**src/rtl/i2cx_pkg.sv**
```systemverilog
`timescale 1ns / 1ps

package i2cx_pkg;

   localparam int PinCount = 8;
   localparam logic [7:0] PortMask = 8'((9'h1 << PinCount) - 9'h1);
   localparam logic [6:0] AddrReset = 7'd32;
   localparam logic [2:0] BitCntTop = 3'd7;
   localparam logic [2:0] BitCntLast = 3'd0;

   typedef enum logic [3:0] {
      PH_IDLE    = 4'd0,
      PH_DEVID   = 4'd1,
      PH_RETZ    = 4'd2,
      PH_ACKRD   = 4'd3,
      PH_ACKWR   = 4'd4,
      PH_WRDATA  = 4'd5,
      PH_ACKWRD  = 4'd6,
      PH_ACKNACK = 4'd7,
      PH_READ    = 4'd8
   } phase_type;

   typedef struct packed {
      logic       scl_level;
      logic       sda_level;
      logic [7:0] pin_levels;
   } req_type;

   typedef struct packed {
      logic       sda_pull_low;
      logic [7:0] pin_pull_low;
      logic [7:0] pin_strong_high;
      logic       intr_pull_low;
   } rsp_type;

   typedef logic [6:0] csr_type;

   typedef struct packed {
      logic    accept;
      csr_type target_address;
   } eng_ctrl_type;

endpackage

```
**src/rtl/i2cx_if.sv**
```systemverilog
`timescale 1ns / 1ps

interface i2cx_req_if;
   import i2cx_pkg::*;
   logic    valid;
   logic    ready;
   req_type payload;
   modport source (output valid, output payload, input ready);
   modport sink (input valid, input payload, output ready);
   modport monitor (input valid, input payload, input ready);
endinterface

interface i2cx_rsp_if;
   import i2cx_pkg::*;
   logic    valid;
   logic    ready;
   rsp_type payload;
   modport source (output valid, output payload, input ready);
   modport sink (input valid, input payload, output ready);
   modport monitor (input valid, input payload, input ready);
endinterface

interface i2cx_csr_if;
   import i2cx_pkg::*;
   logic    valid;
   logic    ready;
   csr_type payload;
   modport source (output valid, output payload, input ready);
   modport sink (input valid, input payload, output ready);
   modport monitor (input valid, input payload, input ready);
endinterface

```
**src/rtl/i2cx_engine.sv**
```systemverilog
`timescale 1ns / 1ps

module i2cx_engine
   import i2cx_pkg::*;
(
   input  logic         clock,
   input  logic         reset,
   input  eng_ctrl_type ctrl,
   input  req_type      sample,
   output rsp_type      result
);

   logic       last_scl_ff, last_scl_in;
   logic       last_sda_ff, last_sda_in;
   logic [7:0] last_pins_ff, last_pins_in;
   phase_type  phase_ff, phase_in;
   logic [2:0] bit_cnt_ff, bit_cnt_in;
   logic [6:0] addr_ff, addr_in;
   logic [7:0] data_ff, data_in;
   logic [7:0] latch_ff, latch_in;
   logic [7:0] strong_ff, strong_in;
   logic [7:0] low_ff, low_in;
   logic       sda_drv_ff, sda_drv_in;
   logic       intr_ff, intr_in;

   logic       scl, sda;
   logic [7:0] pins;
   logic       start_stop, scl_rise, scl_fall;
   logic       write_phase, raise_intr, clear_intr;

   assign scl = sample.scl_level;
   assign sda = sample.sda_level;
   assign pins = sample.pin_levels & PortMask;
   assign start_stop = scl && (sda != last_sda_ff);
   assign scl_rise = scl && !last_scl_ff;
   assign scl_fall = !scl && last_scl_ff;
   assign write_phase = (phase_ff == PH_WRDATA) || (phase_ff == PH_ACKWRD) ||
                        (phase_ff == PH_ACKWR);
   assign raise_intr = (pins != (last_pins_ff & PortMask)) && !write_phase;

   always_comb begin
      phase_in = phase_ff;
      if (start_stop) begin
         phase_in = sda ? PH_IDLE : PH_DEVID;
      end else if (scl_rise) begin
         case (phase_ff)
            PH_DEVID: begin
               if (bit_cnt_ff == BitCntLast) begin
                  if (addr_ff == ctrl.target_address) begin
                     phase_in = sda ? PH_ACKRD : PH_ACKWR;
                  end else begin
                     phase_in = PH_RETZ;
                  end
               end
            end
            PH_RETZ: phase_in = PH_IDLE;
            PH_ACKRD: phase_in = PH_READ;
            PH_ACKWR: phase_in = PH_WRDATA;
            PH_WRDATA: begin
               if (bit_cnt_ff == BitCntLast) phase_in = PH_ACKWRD;
            end
            PH_ACKWRD: phase_in = PH_WRDATA;
            PH_ACKNACK: phase_in = sda ? PH_IDLE : PH_READ;
            PH_READ: begin
               if (bit_cnt_ff == BitCntLast) phase_in = PH_ACKNACK;
            end
            default: phase_in = phase_ff;
         endcase
      end
   end

   always_comb begin
      bit_cnt_in = bit_cnt_ff;
      addr_in = addr_ff;
      data_in = data_ff;
      latch_in = latch_ff;
      strong_in = strong_ff;
      low_in = low_ff;
      sda_drv_in = sda_drv_ff;
      clear_intr = 1'b0;
      if (start_stop) begin
         if (!sda) begin
            bit_cnt_in = BitCntTop;
            addr_in = '0;
         end
      end else if (scl_rise) begin
         case (phase_ff)
            PH_DEVID: begin
               if (bit_cnt_ff != BitCntLast) addr_in = {addr_ff[5:0], sda};
               bit_cnt_in = bit_cnt_ff - 3'd1;
            end
            PH_ACKRD: begin
               bit_cnt_in = BitCntTop;
               data_in = pins;
               clear_intr = 1'b1;
            end
            PH_ACKWR: begin
               bit_cnt_in = BitCntTop;
               data_in = '0;
               clear_intr = 1'b1;
            end
            PH_WRDATA: begin
               data_in = {data_ff[6:0], sda};
               if (bit_cnt_ff != BitCntLast) bit_cnt_in = bit_cnt_ff - 3'd1;
            end
            PH_ACKWRD: begin
               latch_in = data_ff;
               strong_in = data_ff & PortMask;
               low_in = ~data_ff & PortMask;
               data_in = '0;
               bit_cnt_in = BitCntTop;
               clear_intr = 1'b1;
            end
            PH_ACKNACK: begin
               if (!sda) begin
                  bit_cnt_in = BitCntTop;
                  data_in = pins;
               end
            end
            PH_READ: begin
               if (bit_cnt_ff != BitCntLast) bit_cnt_in = bit_cnt_ff - 3'd1;
            end
            default: bit_cnt_in = bit_cnt_ff;
         endcase
      end else if (scl_fall) begin
         case (phase_ff)
            PH_RETZ, PH_ACKNACK: sda_drv_in = 1'b0;
            PH_ACKRD, PH_ACKWR, PH_ACKWRD: sda_drv_in = 1'b1;
            PH_WRDATA: begin
               if (bit_cnt_ff == BitCntTop) strong_in = strong_ff & ~latch_ff;
               sda_drv_in = 1'b0;
            end
            PH_READ: sda_drv_in = ~data_ff[bit_cnt_ff];
            default: sda_drv_in = sda_drv_ff;
         endcase
      end
      if (clear_intr) begin
         intr_in = 1'b0;
      end else if (raise_intr) begin
         intr_in = 1'b1;
      end else begin
         intr_in = intr_ff;
      end
      last_scl_in = scl;
      last_sda_in = sda;
      last_pins_in = pins;
   end

   always_ff @(posedge clock) begin
      if (reset) begin
         last_scl_ff <= 1'b1;
         last_sda_ff <= 1'b1;
         last_pins_ff <= 8'hFF;
         phase_ff <= PH_IDLE;
         bit_cnt_ff <= BitCntTop;
         addr_ff <= '0;
         data_ff <= '0;
         latch_ff <= '0;
         strong_ff <= '0;
         low_ff <= '0;
         sda_drv_ff <= 1'b0;
         intr_ff <= 1'b0;
      end else if (ctrl.accept) begin
         last_scl_ff <= last_scl_in;
         last_sda_ff <= last_sda_in;
         last_pins_ff <= last_pins_in;
         phase_ff <= phase_in;
         bit_cnt_ff <= bit_cnt_in;
         addr_ff <= addr_in;
         data_ff <= data_in;
         latch_ff <= latch_in;
         strong_ff <= strong_in;
         low_ff <= low_in;
         sda_drv_ff <= sda_drv_in;
         intr_ff <= intr_in;
      end
   end

   assign result.sda_pull_low = sda_drv_in;
   assign result.pin_pull_low = low_in & PortMask;
   assign result.pin_strong_high = strong_in & PortMask;
   assign result.intr_pull_low = intr_in;

endmodule

```
**src/rtl/i2c_quasi_bidir_io_expander.sv**
```systemverilog
`timescale 1ns / 1ps

// I2C target for an eight-pin quasi-bidirectional port. Each req beat is one
// synchronized sample of SCL, SDA and the pins; each accepted beat yields
// exactly one rsp beat with the SDA, pin and interrupt drives after that
// sample. One beat is accepted per clock: the bus state update is a single
// pass of logic from the state registers into the rsp output register, and
// req_ch.ready drops only while a held rsp beat is not taken. The answering
// address is written through csr_ch, which is always ready; write it only
// while no req beat is in flight.
module i2c_quasi_bidir_io_expander
   import i2cx_pkg::*;
(
   input  logic       clock,
   input  logic       reset,
   i2cx_req_if.sink   req_ch,
   i2cx_rsp_if.source rsp_ch,
   i2cx_csr_if.sink   csr_ch
);

   csr_type      addr_ff;
   logic         rsp_valid_ff;
   rsp_type      rsp_data_ff;
   rsp_type      result;
   eng_ctrl_type ctrl;

   assign req_ch.ready = !rsp_valid_ff || rsp_ch.ready;
   assign csr_ch.ready = 1'b1;
   assign ctrl.accept = req_ch.valid && req_ch.ready;
   assign ctrl.target_address = addr_ff;

   i2cx_engine u_engine (
      .clock  (clock),
      .reset  (reset),
      .ctrl   (ctrl),
      .sample (req_ch.payload),
      .result (result)
   );

   always_ff @(posedge clock) begin
      if (reset) begin
         addr_ff <= AddrReset;
      end else if (csr_ch.valid) begin
         addr_ff <= csr_ch.payload;
      end
   end

   always_ff @(posedge clock) begin
      if (reset) begin
         rsp_valid_ff <= 1'b0;
      end else if (req_ch.ready) begin
         rsp_valid_ff <= req_ch.valid;
      end
   end

   always_ff @(posedge clock) begin
      if (ctrl.accept) rsp_data_ff <= result;
   end

   assign rsp_ch.valid = rsp_valid_ff;
   assign rsp_ch.payload = rsp_data_ff;

endmodule

```
**src/flat_wrapper.sv**
```systemverilog
// flat-port wrapper written by rule: the top's interface ports become plain ports
module i2c_quasi_bidir_io_expander_flat import i2cx_pkg::*;
  (clock, reset, req_ch_valid, req_ch_payload, req_ch_ready, rsp_ch_valid, rsp_ch_payload, rsp_ch_ready, csr_ch_valid, csr_ch_payload, csr_ch_ready);
  i2cx_req_if req_ch_i ();
  i2cx_rsp_if rsp_ch_i ();
  i2cx_csr_if csr_ch_i ();
  input  logic clock;
  input  logic reset;
  input wire logic [$bits(req_ch_i.valid)-1:0] req_ch_valid;
  input wire logic [$bits(req_ch_i.payload)-1:0] req_ch_payload;
  output wire logic [$bits(req_ch_i.ready)-1:0] req_ch_ready;
  output wire logic [$bits(rsp_ch_i.valid)-1:0] rsp_ch_valid;
  output wire logic [$bits(rsp_ch_i.payload)-1:0] rsp_ch_payload;
  input wire logic [$bits(rsp_ch_i.ready)-1:0] rsp_ch_ready;
  input wire logic [$bits(csr_ch_i.valid)-1:0] csr_ch_valid;
  input wire logic [$bits(csr_ch_i.payload)-1:0] csr_ch_payload;
  output wire logic [$bits(csr_ch_i.ready)-1:0] csr_ch_ready;
  assign req_ch_i.valid = req_ch_valid;
  assign req_ch_i.payload = req_ch_payload;
  assign req_ch_ready = req_ch_i.ready;
  assign rsp_ch_valid = rsp_ch_i.valid;
  assign rsp_ch_payload = rsp_ch_i.payload;
  assign rsp_ch_i.ready = rsp_ch_ready;
  assign csr_ch_i.valid = csr_ch_valid;
  assign csr_ch_i.payload = csr_ch_payload;
  assign csr_ch_ready = csr_ch_i.ready;
  i2c_quasi_bidir_io_expander u_core (.clock(clock), .reset(reset), .req_ch(req_ch_i), .rsp_ch(rsp_ch_i), .csr_ch(csr_ch_i));
endmodule
```
**config.mk**
```make
export PLATFORM = sky130hd
export DESIGN_NAME = i2c_quasi_bidir_io_expander_flat
export DESIGN_NICKNAME = d
export VERILOG_FILES = /design/src/rtl/i2cx_pkg.sv /design/src/rtl/i2cx_if.sv /design/src/rtl/i2cx_engine.sv /design/src/rtl/i2c_quasi_bidir_io_expander.sv /design/src/flat_wrapper.sv
export SDC_FILE = /design/constraint.sdc
export NUM_CORES = 1
export LEC_CHECK = 0
export BUFFER_PORTS_ARGS = -buffer_cell sky130_fd_sc_hd__buf_2
export CORE_AREA = 2 2 85 87
export DETAILED_ROUTE_END_ITERATION = 8
export DIE_AREA = 0 0 87 89
export PLACE_DENSITY = 0.8
export SKIP_LAST_GASP = 1
export SLEW_MARGIN = 40
export SYNTH_ARGS = -nofsm -noshare
export SYNTH_HDL_FRONTEND = slang
export SYNTH_SLANG_ARGS = --single-unit
export TNS_END_PERCENT = 50
```
**constraint.sdc**
```tcl
create_clock -name clock -period 2.78 [get_ports clock]
set_clock_uncertainty 0.1 [all_clocks]
set_input_delay 0.417 -clock clock [delete_from_list [all_inputs] [get_ports clock]]
set_output_delay 0.417 -clock clock [all_outputs]
set_load 0.005 [all_outputs]
```
==> results of run 1 <==
## layer usage
layer	vias to the layer above	share of wire, %
met4	0	2.8
met2	136	47
li1	1570	-
met3	22	6.9
met1	1531	43
met5	-	0
## sequential cells by signal (all words and copies together), names as in the netlist
| signal | cells |
|---|---|
| u_core.rsp_ch.payload | 18 |
| u_core.u_engine.data_ff | 8 |
| u_core.u_engine.last_pins_ff | 8 |
| u_core.u_engine.latch_ff | 8 |
| u_core.u_engine.low_ff | 8 |
| u_core.u_engine.strong_ff | 8 |
| u_core.addr_ff | 7 |
| u_core.u_engine.addr_ff | 7 |
| u_core.u_engine.phase_ff | 4 |
| u_core.u_engine.bit_cnt_ff | 3 |
| u_core.rsp_ch.valid | 1 |
| u_core.u_engine.intr_ff | 1 |
| u_core.u_engine.last_scl_ff | 1 |
| u_core.u_engine.last_sda_ff | 1 |
| u_core.u_engine.sda_drv_ff | 1 |
## placed cells by master, fill, tap and decap left out, drive strengths merged, types with 11 or more instances in the layout
cell / count
nand3b: 11
inv: 21
dfxtp: 66
nor2: 24
nand2: 65
a211oi: 12
a21oi: 46
o21ai: 26
mux2i: 15
edfxtp: 18
buf: 49
## per-stage QoR
step	setup WS [ps]	util (%)	hold WS, ps	std cells
after floorplan	672.0	-	336.7	424
after global placement	632.6	61.69	342.5	527
after detailed placement	560.4	61.69	348.6	527
after CTS	525.5	64.80	151.6	543
after global routing	379.8	64.80	163.1	543
final	505.3	64.80	164.8	543
## cell families (layout without fill, tap and decap cells)
| kind of cell | count (synthesis) | count (layout) |
|---|---|---|
| other | 1 | 1 |
| AO/OA/AOI/OAI | 114 | 114 |
| XOR/XNOR | 17 | 17 |
| AND/OR/NAND/NOR | 143 | 143 |
| adder cells (fa/ha/maj) | 3 | 3 |
| buffers and inverters | 45 | 84 |
| multiplexers | 17 | 17 |
| flip-flops | 84 | 84 |
## critical path: stages (launching register included)
cell and delay, ps:
dfxtp_1 610, or4b_4 580, a2111oi_4 340, a22o_2 200, a21oi_2 70, a221oi_2 280
## where the power goes
| group | switching [mW] | internal (mW) | leakage (nW) |
|---|---|---|---|
| registers | 0.0163 | 1.27 | 0.715 |
| logic | 0.0974 | 0.0633 | 0.864 |
| clock network | 0.474 | 0.449 | 0.105 |
| total | 0.588 | 1.79 | 1.68 |
## synth_stat cells, drive strengths merged, types with 2 or more instances
master | count | share of area [%]
mux4 | 2 | 1.2
a22o | 3 | 0.71
mux2i | 15 | 3.9
xor2 | 10 | 2.4
dfxtp | 66 | 34
ha | 3 | 0.96
a2111oi | 3 | 1.2
o21ai | 26 | 3.3
nor3b | 2 | 0.39
and2 | 3 | 0.48
a21oi | 46 | 6.0
nor3 | 5 | 0.77
clkbuf | 11 | 1.1
nand2 | 65 | 6.3
a211o | 3 | 0.67
nand4 | 9 | 1.4
nor2b | 4 | 0.64
nand2b | 4 | 0.64
edfxtp | 18 | 14
nand3 | 4 | 0.64
o21bai | 2 | 0.39
buf | 15 | 1.9
nor2 | 24 | 2.3
nand3b | 11 | 2.1
xnor2 | 7 | 1.6
a221oi | 10 | 2.4
nor4 | 3 | 0.64
a211oi | 12 | 2.3
and3 | 3 | 0.48
inv | 19 | 1.8
## worst max-delay path by stage
stage | startpoint | to | slack [ps] | depth (start not counted)
2_1_floorplan | rsp_ch_ready | u_core.rsp_ch.payload[0] | 670 | 6
3_3_place_gp | u_core.u_engine.phase_ff[3] | u_core.u_engine.bit_cnt_ff[2] | 630 | 5
3_5_place_dp | u_core.u_engine.phase_ff[3] | u_core.u_engine.bit_cnt_ff[2] | 560 | 5
4_1_cts | u_core.u_engine.phase_ff[3] | u_core.u_engine.bit_cnt_ff[2] | 530 | 5
5_1_grt | u_core.u_engine.phase_ff[3] | u_core.u_engine.bit_cnt_ff[2] | 380 | 5
6_report | u_core.u_engine.phase_ff[3] | u_core.u_engine.bit_cnt_ff[2] | 510 | 5
## final cells by class
type,count,area (um2)
Fill cell,575,2365
Sequential cell,84,1862
Multi-Input combinational cell,295,1847
Timing Repair Buffer,49,265.3
Clock buffer,10,137.6
Tap cell,80,100.1
Clock inverter,6,71.32
Inverter,19,71.32
==> results by stage, run 1 <==
Outcome:
- The run finished with clean final reports.

Final layout:
- Of the cells placed in the final design, the portion with a size suffix greater than 1 is around 17%.
- Relative to the synthesized area, the layout overhead comes to 11.83%.
- With fillers left out, the area of the finished cells amounts to about 4400 um2.
- The number of antenna cells inserted is 0.
- For this run, the post-layout net count is between 400 and 500.

Yosys:
- The post-synthesis sequential element count is between 80 and 90.
- The mux cell area share after synthesis is under 10%.
- The synthesized netlist net count is 449.
- The synthesized-area fraction occupied by and/or/nand/nor cells is between 10% and 20%.
- The yosys synthesis warning count is 0.
- The xor and xnor fraction of the mapped netlist area is about 4.0%.
- Dividing the synthesized area by the synthesized cell count gives ~9.2 um2.
- The post-synthesis instance area is ~3900 um2.
- The share of the synthesized area in compound gates (AO/OA/AOI/OAI) is between 10% and 20%.
- By area, the combinational part of the netlist is dominated by compound AO/OA/AOI/OAI gates.
- After synthesis, the netlist uses 57 different library cells.
- Yosys mapped a number of flops with a built-in enable equal to 18.
- For this run, the leading register cell type out of synthesis is dfxtp_1.
- The sequential area share after synthesis is 47.81%.
- Of the total synthesized cell area, the portion taken by full adders, half adders and majority gates is less than 1%.
- The proportion of register bits with asynchronous set or reset after synthesis is 0%.
- The synthesized instance count is 424.

Floorplanning:
- The row count is 30.
- The die width is just under 90 um.
- Pin placement for this block handled 43 I/O pins.
- The floorplan step defined a core boundary enclosing about 6700 um2.
- The area of the die is around 7700 um2.
- For this configuration, the core starts out at a cell density of 57.95%.
- The vertical die dimension is 89 um.

Worst setup path:
- The worst register-to-register path begins at u_core.u_engine.phase_ff[3].
- The type of origin of the critical path is a register.
- The critical register-to-register path endpoint is u_core.u_engine.bit_cnt_ff[2].
- The number of cells on the worst reg-to-reg path is 5.
- For flop-to-flop paths, the worst setup slack is roughly 510 ps.
- The worst setup path is of the reg2reg kind.
- The endpoint type of the worst setup path is a register.
- In this run the worst path has a maximum fanout of 15.
- Data on the critical path is required at its endpoint by roughly 3000 ps.
- The arrival time of data at the critical path endpoint is about 2500 ps.

STA:
- The worst slew slack as a fraction of its limit is ~53%.
- Setup violations remaining at the end of the flow were counted as 0.
- The post-route minimum period is about 2300 ps.
- The final worst-path cycle share is 81.82%.
- The number of pins exceeding their max-slew limit in the final report is 0.
- Setup repair after global routing left no endpoint under its margin.
- The number of hold violations in the final report is 0.
- Setup total negative slack on the finished layout was measured at 0 ps.
- The top achievable clock speed is between 0.4 and 0.5 GHz.
- At the pin with the least slew margin, the transition time is between 600 and 700 ps.

Power and ir drop:
- VDD sags by at most 0.3101 mV.
- Summing internal, switching and leakage power gives about 2.4 mW.
- The leakage power is 1.684 nW.
- Power spread over the standard cell area amounts to 545.0 nW/um2.

Clocking:
- The cts-stage hold buffer count is 0.
- The deepest level of the CTS H-tree is 3.
- Once the clock tree was built, the resizer swapped 0 gates to a different size.
- The CTS tree is done.
- The root buffer cell chosen for the clock tree is clkbuf_8.
- The number of clock buffers inserted by TritonCTS is 9.
- No sink is reached through more buffers than the 2 on the longest clock path.
- The number of clock sinks is 84.
- The number of setup buffers added after CTS is 0.
- After clock tree synthesis, the clock-pin slew on the worst setup and hold paths is around 90 ps.
- For the worst-skew pair, the clock arrives at the later sink with an insertion delay of ~370 ps.

GRT:
- The number of global-route vias before repair is 2976.
- In the global route stage, met1 resource usage came out at around 32%.
- The largest net degree at the start of global routing is 36.
- The global routing stage identified its most utilized layer as met2.
- For met2 alone, demand over resource in global routing was approximately two fifths.
- The global routing met3 resource utilization is 6.464%.
- The global-route wire length before repair is about 15000 um.
- The number of antenna violations at the first check in global routing was 0.
- Global routing finished with a remaining overflow of 0.
- Global routing used between 20% and 30% of the available tracks across all layers.

Route:
- The starting DRC count in detailed routing is approximately 340.
- The wire length reported by the detailed router is approximately 9000 um.
- Dividing the detail-routed via count by the number of cells gives 6.002.
- The routed via count is between 3000 and 4000.
- In the routed design, unresolved DRC markers number 0.
- For this run, the detailed router's first-pass iteration total came to 5.
- The count of nets left with antenna violations once routing finished came out at 0.
- After detailed routing, the average wire length per cell comes to approximately 16 um.

Hold path:
- The capture endpoint of the worst hold path is u_core.addr_ff[5].
- The worst hold path was traced through 2 stages.
- The worst hold path startpoint is csr_ch_payload[5].
- The worst min-delay path class is in2reg.

Place:
- The number of input and output port buffers inserted is just over 40.
- The half-perimeter wire length of the detailed placement result is about 6100 um.
- The placed standard-cell area is 4145 um2.
- The weighted congestion at the end of routability-driven global placement is 0.9248.

Job:
- The tool flagged a number of max-cap violations equal to 0.
Power figures use the tool's default switching activity.
==> inputs of run 2 (changes only) <==
Settings changed: ABC_AREA set to 1, CORE_AREA 2 2 85 87 to 2 2 90 92, DIE_AREA 0 0 87 89 to 0 0 92 94, PLACE_DENSITY 0.8 to 0.77.
Clock period 2.78 ns to 2 ns, I/O delays scaled along.
==> run 2 against run 1 <==
Effect of this change:
- sequential power grew 42%
- synthesized cell count grew 23%
- combinational power grew 110%
- design area grew 5.4%
- fmax grew 27%
- area after synthesis grew 2.6%
- critical path depth grew 4
- hold slack lost 100 ps
==> results by stage, run 2 <==
GRT:
- The aggregate global-route resource usage is 22.23% (-2.8 points).
- The total grt overflow was 0 (unchanged).
- The largest net degree at the start of global routing came to 35 (-2.8%).
- The global-route wire length before repair came to 15400 um (+4.6%).
- The number of antenna violations at the first check in global routing is 0 (unchanged).
- The number of global-route vias before repair is 3409 (+15%).

Final layout:
- The fraction of layout instances using a drive strength above 1 was 15.68% (-1.4 points).
- The flip-flop count of the largest register, all copies and words added is 18 (unchanged).
- The post-route non-filler standard cell count is 676 (+24%).
- The number of antenna cells inserted is 0 (unchanged).
- The growth of design area from synthesis to finish is 14.84%.
- The final standard cell area without fillers came to 4588 um2 (+5.4%).
- The top cell types in the final layout, fill and taps aside, are nand2_1 (123), inv_1 (67), dfxtp_1 (66).
- The final net count is 594 (+23%).
- The final standard cell utilization of the core is 60.31% (-4.5 points).
- The most common cell after layout, fill and taps aside is nand2_1.

Hold path:
- The worst min-delay path class is in2reg.
- The worst hold path begins at csr_ch_payload[2].
- The capture endpoint of the worst hold path is u_core.addr_ff[2].
- The cell depth of the worst min-delay path is 3 (+1).

Power and ir drop:
- The worst-case vdd ir drop came to 0.4703 mV (+52%).
- The ratio of total power to cell area is 794.7 nW/um2 (+46%).
- The leakage power came to 2.122 nW (+26%).

Route:
- The number of vias per cell is 5.223 (-13%).
- The starting DRC count in detailed routing was 215 (-37%).
- The routed via count is 3531 (+8.3%).
- The wire length reported by the detailed router was 8857 um (-0.48%).
- The number of iterations in the first detailed-routing pass was 5 (unchanged).
- The average detailed-routed wire length per instance is 13.10 um (-20%).
- The number of nets with antenna violations after detailed routing came to 0 (unchanged).
- The number of DRC violations after detailed routing is 0 (unchanged).

Place:
- The number of input and output port buffers inserted was 41 (unchanged).
- The weighted congestion at the end of routability-driven global placement is 0.8547 (-7.6%).
- The placed standard-cell area was 4343 um2 (+4.8%).
- The post-placement cell count is 660 (+25%).
- The half-perimeter wire length of the detailed placement result was 6307 um (+4.0%).

Worst setup path:
- The critical register-to-register path endpoint is u_core.u_engine.low_ff[3].
- The type of the worst setup path is reg2reg.
- The number of cells traversed by the worst register-to-register path is 9 (+4).
- The arrival time of data at the critical path endpoint came to 1980 ps (-470 ps).
- The required time of the worst setup path is 2190 ps (-770 ps).
- The slack of the worst reg-to-reg path is 210 ps (-300 ps).
- The type of origin of the critical path is a register.
- The largest fanout on the critical path came to 10 (-5).
- In this run the critical register-to-register path is launched from u_core.u_engine.last_sda_ff.
- STA classifies the critical path endpoint as a register.

Clocking:
- The cts-stage hold buffer count came to 0 (unchanged).
- The number of clock sinks is 84 (unchanged).
- The clock-pin transition on the worst setup and hold timing paths came to 90 ps (about the same).
- The buffers inserted during post-CTS setup optimization is 0 (unchanged).
- The number of clock buffers inserted by TritonCTS is 9 (unchanged).
- The later-pin clock latency in the skew report is 360 ps (about the same).
- TritonCTS built the clock tree.
- The number of gates resized after CTS is 0 (unchanged).
- Clock tree synthesis selected as its root buffer the cell clkbuf_8.
- The maximum buffer depth of the clock tree is 2 (unchanged).
- The deepest level of the CTS H-tree is 3 (unchanged).

Yosys:
- In the post-synthesis netlist, the cell with the most instances is nand2_1.
- Summed over all instances, the cell type with the most area after synthesis is dfxtp_1.
- The number of enable-type register cells in the synthesized netlist is 18 (unchanged).
- The post-synthesis sequential element count came to 84 (unchanged).
- The synthesized instance count is 522 (+23%).
- The synthesized netlist net count came to 547 (+22%).
- The mean instance size in the synthesized netlist is 7.653 um2 (-17%).
- The post-synthesis instance area was 3995 um2 (+2.6%).
- The proportion of register bits with asynchronous set or reset after synthesis is 0% (unchanged).
- In the post-synthesis netlist, the biggest area contributors are dfxtp_1 (33%), edfxtp_1 (14%), nand2_1 (12%).
- The most common flop cell mapped by yosys is dfxtp_1.
- The yosys synthesis warning count came to 0 (unchanged).
- By count the netlist is led by nand2_1 (123), inv_1 (67), dfxtp_1 (66).
- The sequential area share after synthesis came to 46.60% (-1.2 points).
- The share of the synthesized area in the top cell type came to 33.07% (-0.86 points).
- The count of cell types in the netlist was 34 (-40%).

Floorplanning:
- The I/O pin count is 43 (unchanged).
- The row count is 32 (+6.7%).
- The die width is 92 um (+5.7%).
- The core footprint is 7607 um2 (+13%).
- The effective utilization at floorplan is 52.52% (-5.4 points).
- The area of the die was 8648 um2 (+12%).
- The vertical die dimension is 94 um (+5.6%).

Outcome:
- The flow ran to the end, and the final reports show no timing, DRC or antenna violations.

STA:
- The number of pins exceeding their max-slew limit in the final report is 0 (unchanged).
- Setup repair after global routing left no endpoint under its margin.
- The number of endpoints failing setup at the final stage came to 0 (unchanged).
- The top achievable clock speed was 0.5577 GHz (+27%).
- The worst hold-check slack is 61.82 ps (-103.0 ps).
- The post-route minimum period is 1793 ps (-481.4 ps).
- The setup total negative slack is 0 ps (unchanged).
- The final worst-path cycle share is 89.66% (+7.8 points).
- The number of hold violations in the final report is 0 (unchanged).

Job:
- The count of maximum capacitance violations was 0 (unchanged).
## run 2: cells by family after synthesis
family / after synthesis / synth area share (%)
and+or+nand+nor: 222 / 24.74
other: 1 / 0.09387
AOI/OAI and AO/OA: 115 / 16.19
adders and majority gates: 3 / 0.9397
xor gates and xnor gates: 10 / 2.192
DFF: 84 / 46.60
buffers and inverters: 87 / 9.239
## run 2: stage by stage
| step | total power, mW | setup WS [ps] |
|---|---|---|
| finish | 3.646 | 206.8 |
| global route | 3.800 | 71.84 |
| CTS | 3.661 | 222.3 |
| detailed placement | 2.202 | 150.6 |
| global placement | 2.188 | 209.6 |
| floorplan | 2.089 | 326.4 |
## run 2: where the power goes
| part | switching [mW] | leakage, nW | internal, mW |
|---|---|---|---|
| clock network | 0.645 | 0.124 | 0.838 |
| logic | 0.204 | 1.28 | 0.134 |
| registers | 0.0337 | 0.717 | 1.79 |
| total | 0.883 | 2.12 | 2.76 |
## run 2: worst max-delay path by stage
stage / startpoint / endpoint / slack, ps / cells past startpoint
detailed placement: req_ch_payload[8] / u_core.u_engine.strong_ff[2] / 150 / 10
finish: u_core.u_engine.last_sda_ff / u_core.u_engine.low_ff[3] / 210 / 9
CTS: u_core.u_engine.last_sda_ff / u_core.u_engine.low_ff[6] / 220 / 9
global route: u_core.u_engine.phase_ff[2] / u_core.u_engine.strong_ff[3] / 70 / 9
floorplan: rsp_ch_ready / u_core.u_engine.low_ff[5] / 330 / 8
global placement: req_ch_payload[8] / u_core.u_engine.phase_ff[2] / 210 / 11
## run 2: cell type report
| type | count | area (um2) |
|---|---|---|
| Inverter | 69 | 261.5 |
| Sequential cell | 84 | 1862 |
| Clock inverter | 7 | 121.4 |
| Fill cell | 688 | 3019 |
| Clock buffer | 9 | 123.9 |
| Tap cell | 102 | 127.6 |
| Multi-Input combinational cell | 351 | 1764 |
| Timing Repair Buffer | 54 | 327.8 |
## run 2: routing by layer
| metal | routed length [um] | global-route usage [%] | vias to the layer above | part of all wire, % |
|---|---|---|---|---|
| met1 | 3863 | 26.93 | 1601 | 44 |
| met4 | 142 | 7.338 | 0 | 1.6 |
| met5 | 0 | 0 | - | 0 |
| met2 | 4330 | 39.34 | 119 | 49 |
| li1 | - | - | 1794 | - |
| met3 | 520 | 4.815 | 17 | 5.9 |
## run 2: critical path, stage by stage (launching register included)
cell and delay, ps:
dfxtp_1 390, nand2_1 100, nand2_1 80, nor2_2 50, nor2_4 120, nand3_2 160
nor2_4 250, buf_4 210, o21ai_0 120, a21oi_1 140
==> inputs of run 3 (changes only) <==
Settings changed: ABC_CLOCK_PERIOD_IN_PS set to 2100, CORE_AREA 2 2 90 92 to 2 2 85 87, DIE_AREA 0 0 92 94 to 0 0 87 89, PLACE_DENSITY 0.77 to 0.82, SLEW_MARGIN 40 to unset.
Clock period 2 ns to 2.1 ns, I/O delays scaled along.
==> run 3 against run 2 <==
Effect of this change:
- critical path depth up 1
- die area fell by 10%
- non-clock buffer count decreased by 2
- register-to-register slack hardly changed
- via count shrank 0.93%
- first-iteration DRC count is 1.9% lower
- critical path type unchanged
- largest cell class unchanged
- highest routed layer unchanged
==> results by stage, run 3 (synthesis gave the netlist of run 2 again) <==
Power and ir drop:
- The power consumption is 3.223 mW (-12%).
- The cell internal power dissipation came to 2.392 mW (-13%).
- The switching power summed over all nets is 0.8306 mW (-5.9%).
- The leakage power is 2.080 nW (-2.0%).
- The share of total power consumed by net switching was 25.77% (+1.6 points).
- The ratio of total power to cell area is 718.2 nW/um2 (-9.6%).
- The combinational power share is 9.7% (+0.4 points).
- The part of the power in the clock network was 36.3% (-4.4 points).
- The relative contribution of sequential cells to total power was 54.0% (+3.9 points).
- The worst-case vdd ir drop is 0.3854 mV (-18%).

Final layout:
- The library cell used most frequently in the layout, excluding fill and tap cells, is nand2_1.
- The footprint of the multi-input gates was 1764 um2 (unchanged).
- The final net count is 592 (-0.34%).
- The number of antenna cells inserted came to 0 (unchanged).
- The fraction of layout instances using a drive strength above 1 is 15.21% (-0.47 points).
- The flip-flop count of the largest register, all copies and words added is 18 (unchanged).
- The post-route non-filler standard cell count is 652 (-3.6%).
- The growth of design area from synthesis to finish is 12.31%.
- In the layout the commonest cells are nand2_1 (123), inv_1 (67), dfxtp_1 (66).
- The final standard cell utilization of the core is 66.78% (+6.5 points).
- The combined flip-flop and latch cell area is 1862 um2 (unchanged).
- The number of inserted filler cells in the final layout was 572 (-17%).
- The final standard cell area without fillers is 4487 um2 (-2.2%).

STA:
- The number of endpoints failing setup at the final stage is 0 (unchanged).
- The setup total negative slack is 0 ps (unchanged).
- The final worst-path cycle share is 90.51% (+0.84 points).
- The top achievable clock speed is 0.5261 GHz (-5.7%).
- The number of hold violations in the final report is 0 (unchanged).
- The post-route minimum period is 1901 ps (+107.4 ps).
- Setup repair after global routing could not meet its margin everywhere.
- The number of pins exceeding their max-slew limit in the final report is 0 (unchanged).

Place:
- The half-perimeter wire length of the detailed placement result came to 6208 um (-1.6%).
- The placed standard-cell area is 4280 um2 (-1.4%).
- The post-placement cell count was 635 (-3.8%).
- The weighted congestion at the end of routability-driven global placement is 0.8768 (+2.6%).
- The number of input and output port buffers inserted is 41 (unchanged).

GRT:
- The global-route wire length before repair is 14570 um (-5.4%).
- The number of antenna violations at the first check in global routing is 0 (unchanged).
- The aggregate global-route resource usage is 24.00% (+1.8 points).
- The number of global-route vias before repair is 3273 (-4.0%).
- The largest net degree at the start of global routing is 41 (+17%).
- The total grt overflow is 0 (unchanged).

Route:
- The number of iterations in the first detailed-routing pass is 6 (+1).
- The starting DRC count in detailed routing is 211 (-1.9%).
- The number of DRC violations after detailed routing is 0 (unchanged).
- The wire length reported by the detailed router is 8734 um (-1.4%).
- The average detailed-routed wire length per instance is 13.40 um (+2.2%).
- The routed via count came to 3498 (-0.93%).
- The number of nets with antenna violations after detailed routing is 0 (unchanged).
- The number of vias per cell is 5.365 (+2.7%).

Floorplanning:
- The die width is 87 um (-5.4%).
- The core footprint is 6719 um2 (-12%).
- The area of the die was 7743 um2 (-10%).
- The vertical die dimension is 89 um (-5.3%).
- The row count came to 30 (-6.3%).
- The effective utilization at floorplan is 59.46% (+6.9 points).
- The I/O pin count is 43 (unchanged).

Worst setup path:
- The largest incremental delay on the critical path is 490 ps (+100 ps).
- The type of the worst setup path is reg2reg.
- The largest fanout on the critical path was 10 (unchanged).
- The master of the slowest instance on the critical path is dfxtp_1.
- Among cell families on the critical path, the largest total delay comes from simple AND/OR/NAND/NOR gates.
- The required time of the worst setup path is 2230 ps (+40 ps).
- Traced cell by cell, the critical path runs through inv_1 > ha_1 > nand2_1 > nor2_2 > nor2_4 > nand2_4 > nor2_8 > o21ai_1 > o21ai_0 > nor2_1.
- The worst setup path is captured at a register.
- The buffer and inverter count on the worst path was 1 (unchanged).
- The type of origin of the critical path is a register.
- The arrival time of data at the critical path endpoint is 2030 ps (+50 ps).

Outcome:
- The flow ran to the end, and the final reports show no timing, DRC or antenna violations.

Clocking:
- The number of clock sinks is 84 (unchanged).
- The number of gates resized after CTS is 0 (unchanged).
- The later-pin clock latency in the skew report is 350 ps (about the same).
- The deepest level of the CTS H-tree is 3 (unchanged).
- The maximum buffer depth of the clock tree is 2 (unchanged).
- TritonCTS built the clock tree.
- The clock-pin transition on the worst setup and hold timing paths was 90 ps (about the same).
- The number of clock buffers inserted by TritonCTS is 9 (unchanged).
- The tree is rooted in a clkbuf_8.

Job:
- The count of maximum capacitance violations came to 0 (unchanged).

Hold path:
- The worst min-delay path class is in2reg.
[run 3: cell count changes in the layout (fill, tap and decap cells not counted), sizes merged]
cell	delta
clkinvlp	+1
clkinv	-1
clkbuf	+1
inv	+1
bufinv	-2
buf	-2
[run 3: routing by layer]
layer | GRT usage [%] | vias up | wire, um
li1 | - | 1790 | -
met1 | 28.96 | 1582 | 3824
met2 | 41.85 | 114 | 4325
met3 | 5.355 | 12 | 455
met4 | 9.375 | 0 | 129
met5 | 0 | - | 0
[run 3: path summary, 6_finish.rpt]
check	from	endpoint	slack, ps	depth (start not counted)
worst max-delay path	u_core.u_engine.bit_cnt_ff[0]	u_core.u_engine.addr_ff[4]	200	10
worst min-delay path	csr_ch_payload[5]	u_core.addr_ff[5]	90	3
worst max register to register	u_core.u_engine.bit_cnt_ff[0]	u_core.u_engine.addr_ff[4]	200	10
worst min register to register	u_core.u_engine.latch_ff[7]	u_core.u_engine.latch_ff[7]	370	2
[run 3: timing repair]
item                       4_1_cts  5_1_grt
hold buffers                     0        0
setup buffers                    0        1
setup endpoints to repair        0       11
[run 3: worst min-delay path, cell delays in order]
cell and delay [ps]:
buf_2 80, a21oi_1 50, o21ai_0 60
[run 3: layout make-up]
class                   instances  share of cell area [%]
well taps                      80                   2.231
clock buffers                  10                   2.844
inverters                      69                   5.828
flip-flops and latches         84                   41.49
clock inverters                 6                   1.590
repair buffers                 52                   6.693
multi-input cells             351                   39.32
[run 3: power by group through the flow]
stage                     sequential (mW)  clock, mW  combinational (mW)
after global routing                 1.75       1.25               0.357
after CTS                            1.74       1.19               0.314
after detailed placement             1.78          0               0.313
after global placement               1.77          0               0.302
final                                1.74       1.17               0.313
after floorplan                      1.77          0               0.217
[run 3: metrics by stage]
| step | setup WS (ps) | hold slack (ps) |
|---|---|---|
| finish | 199.4 | 85.74 |
| global route | -37.12 | 92.09 |
| CTS | 156.7 | 83.70 |
| detailed placement | 143.6 | 355.2 |
| global placement | 206.2 | 349.0 |
| floorplan | 411.4 | 326.0 |
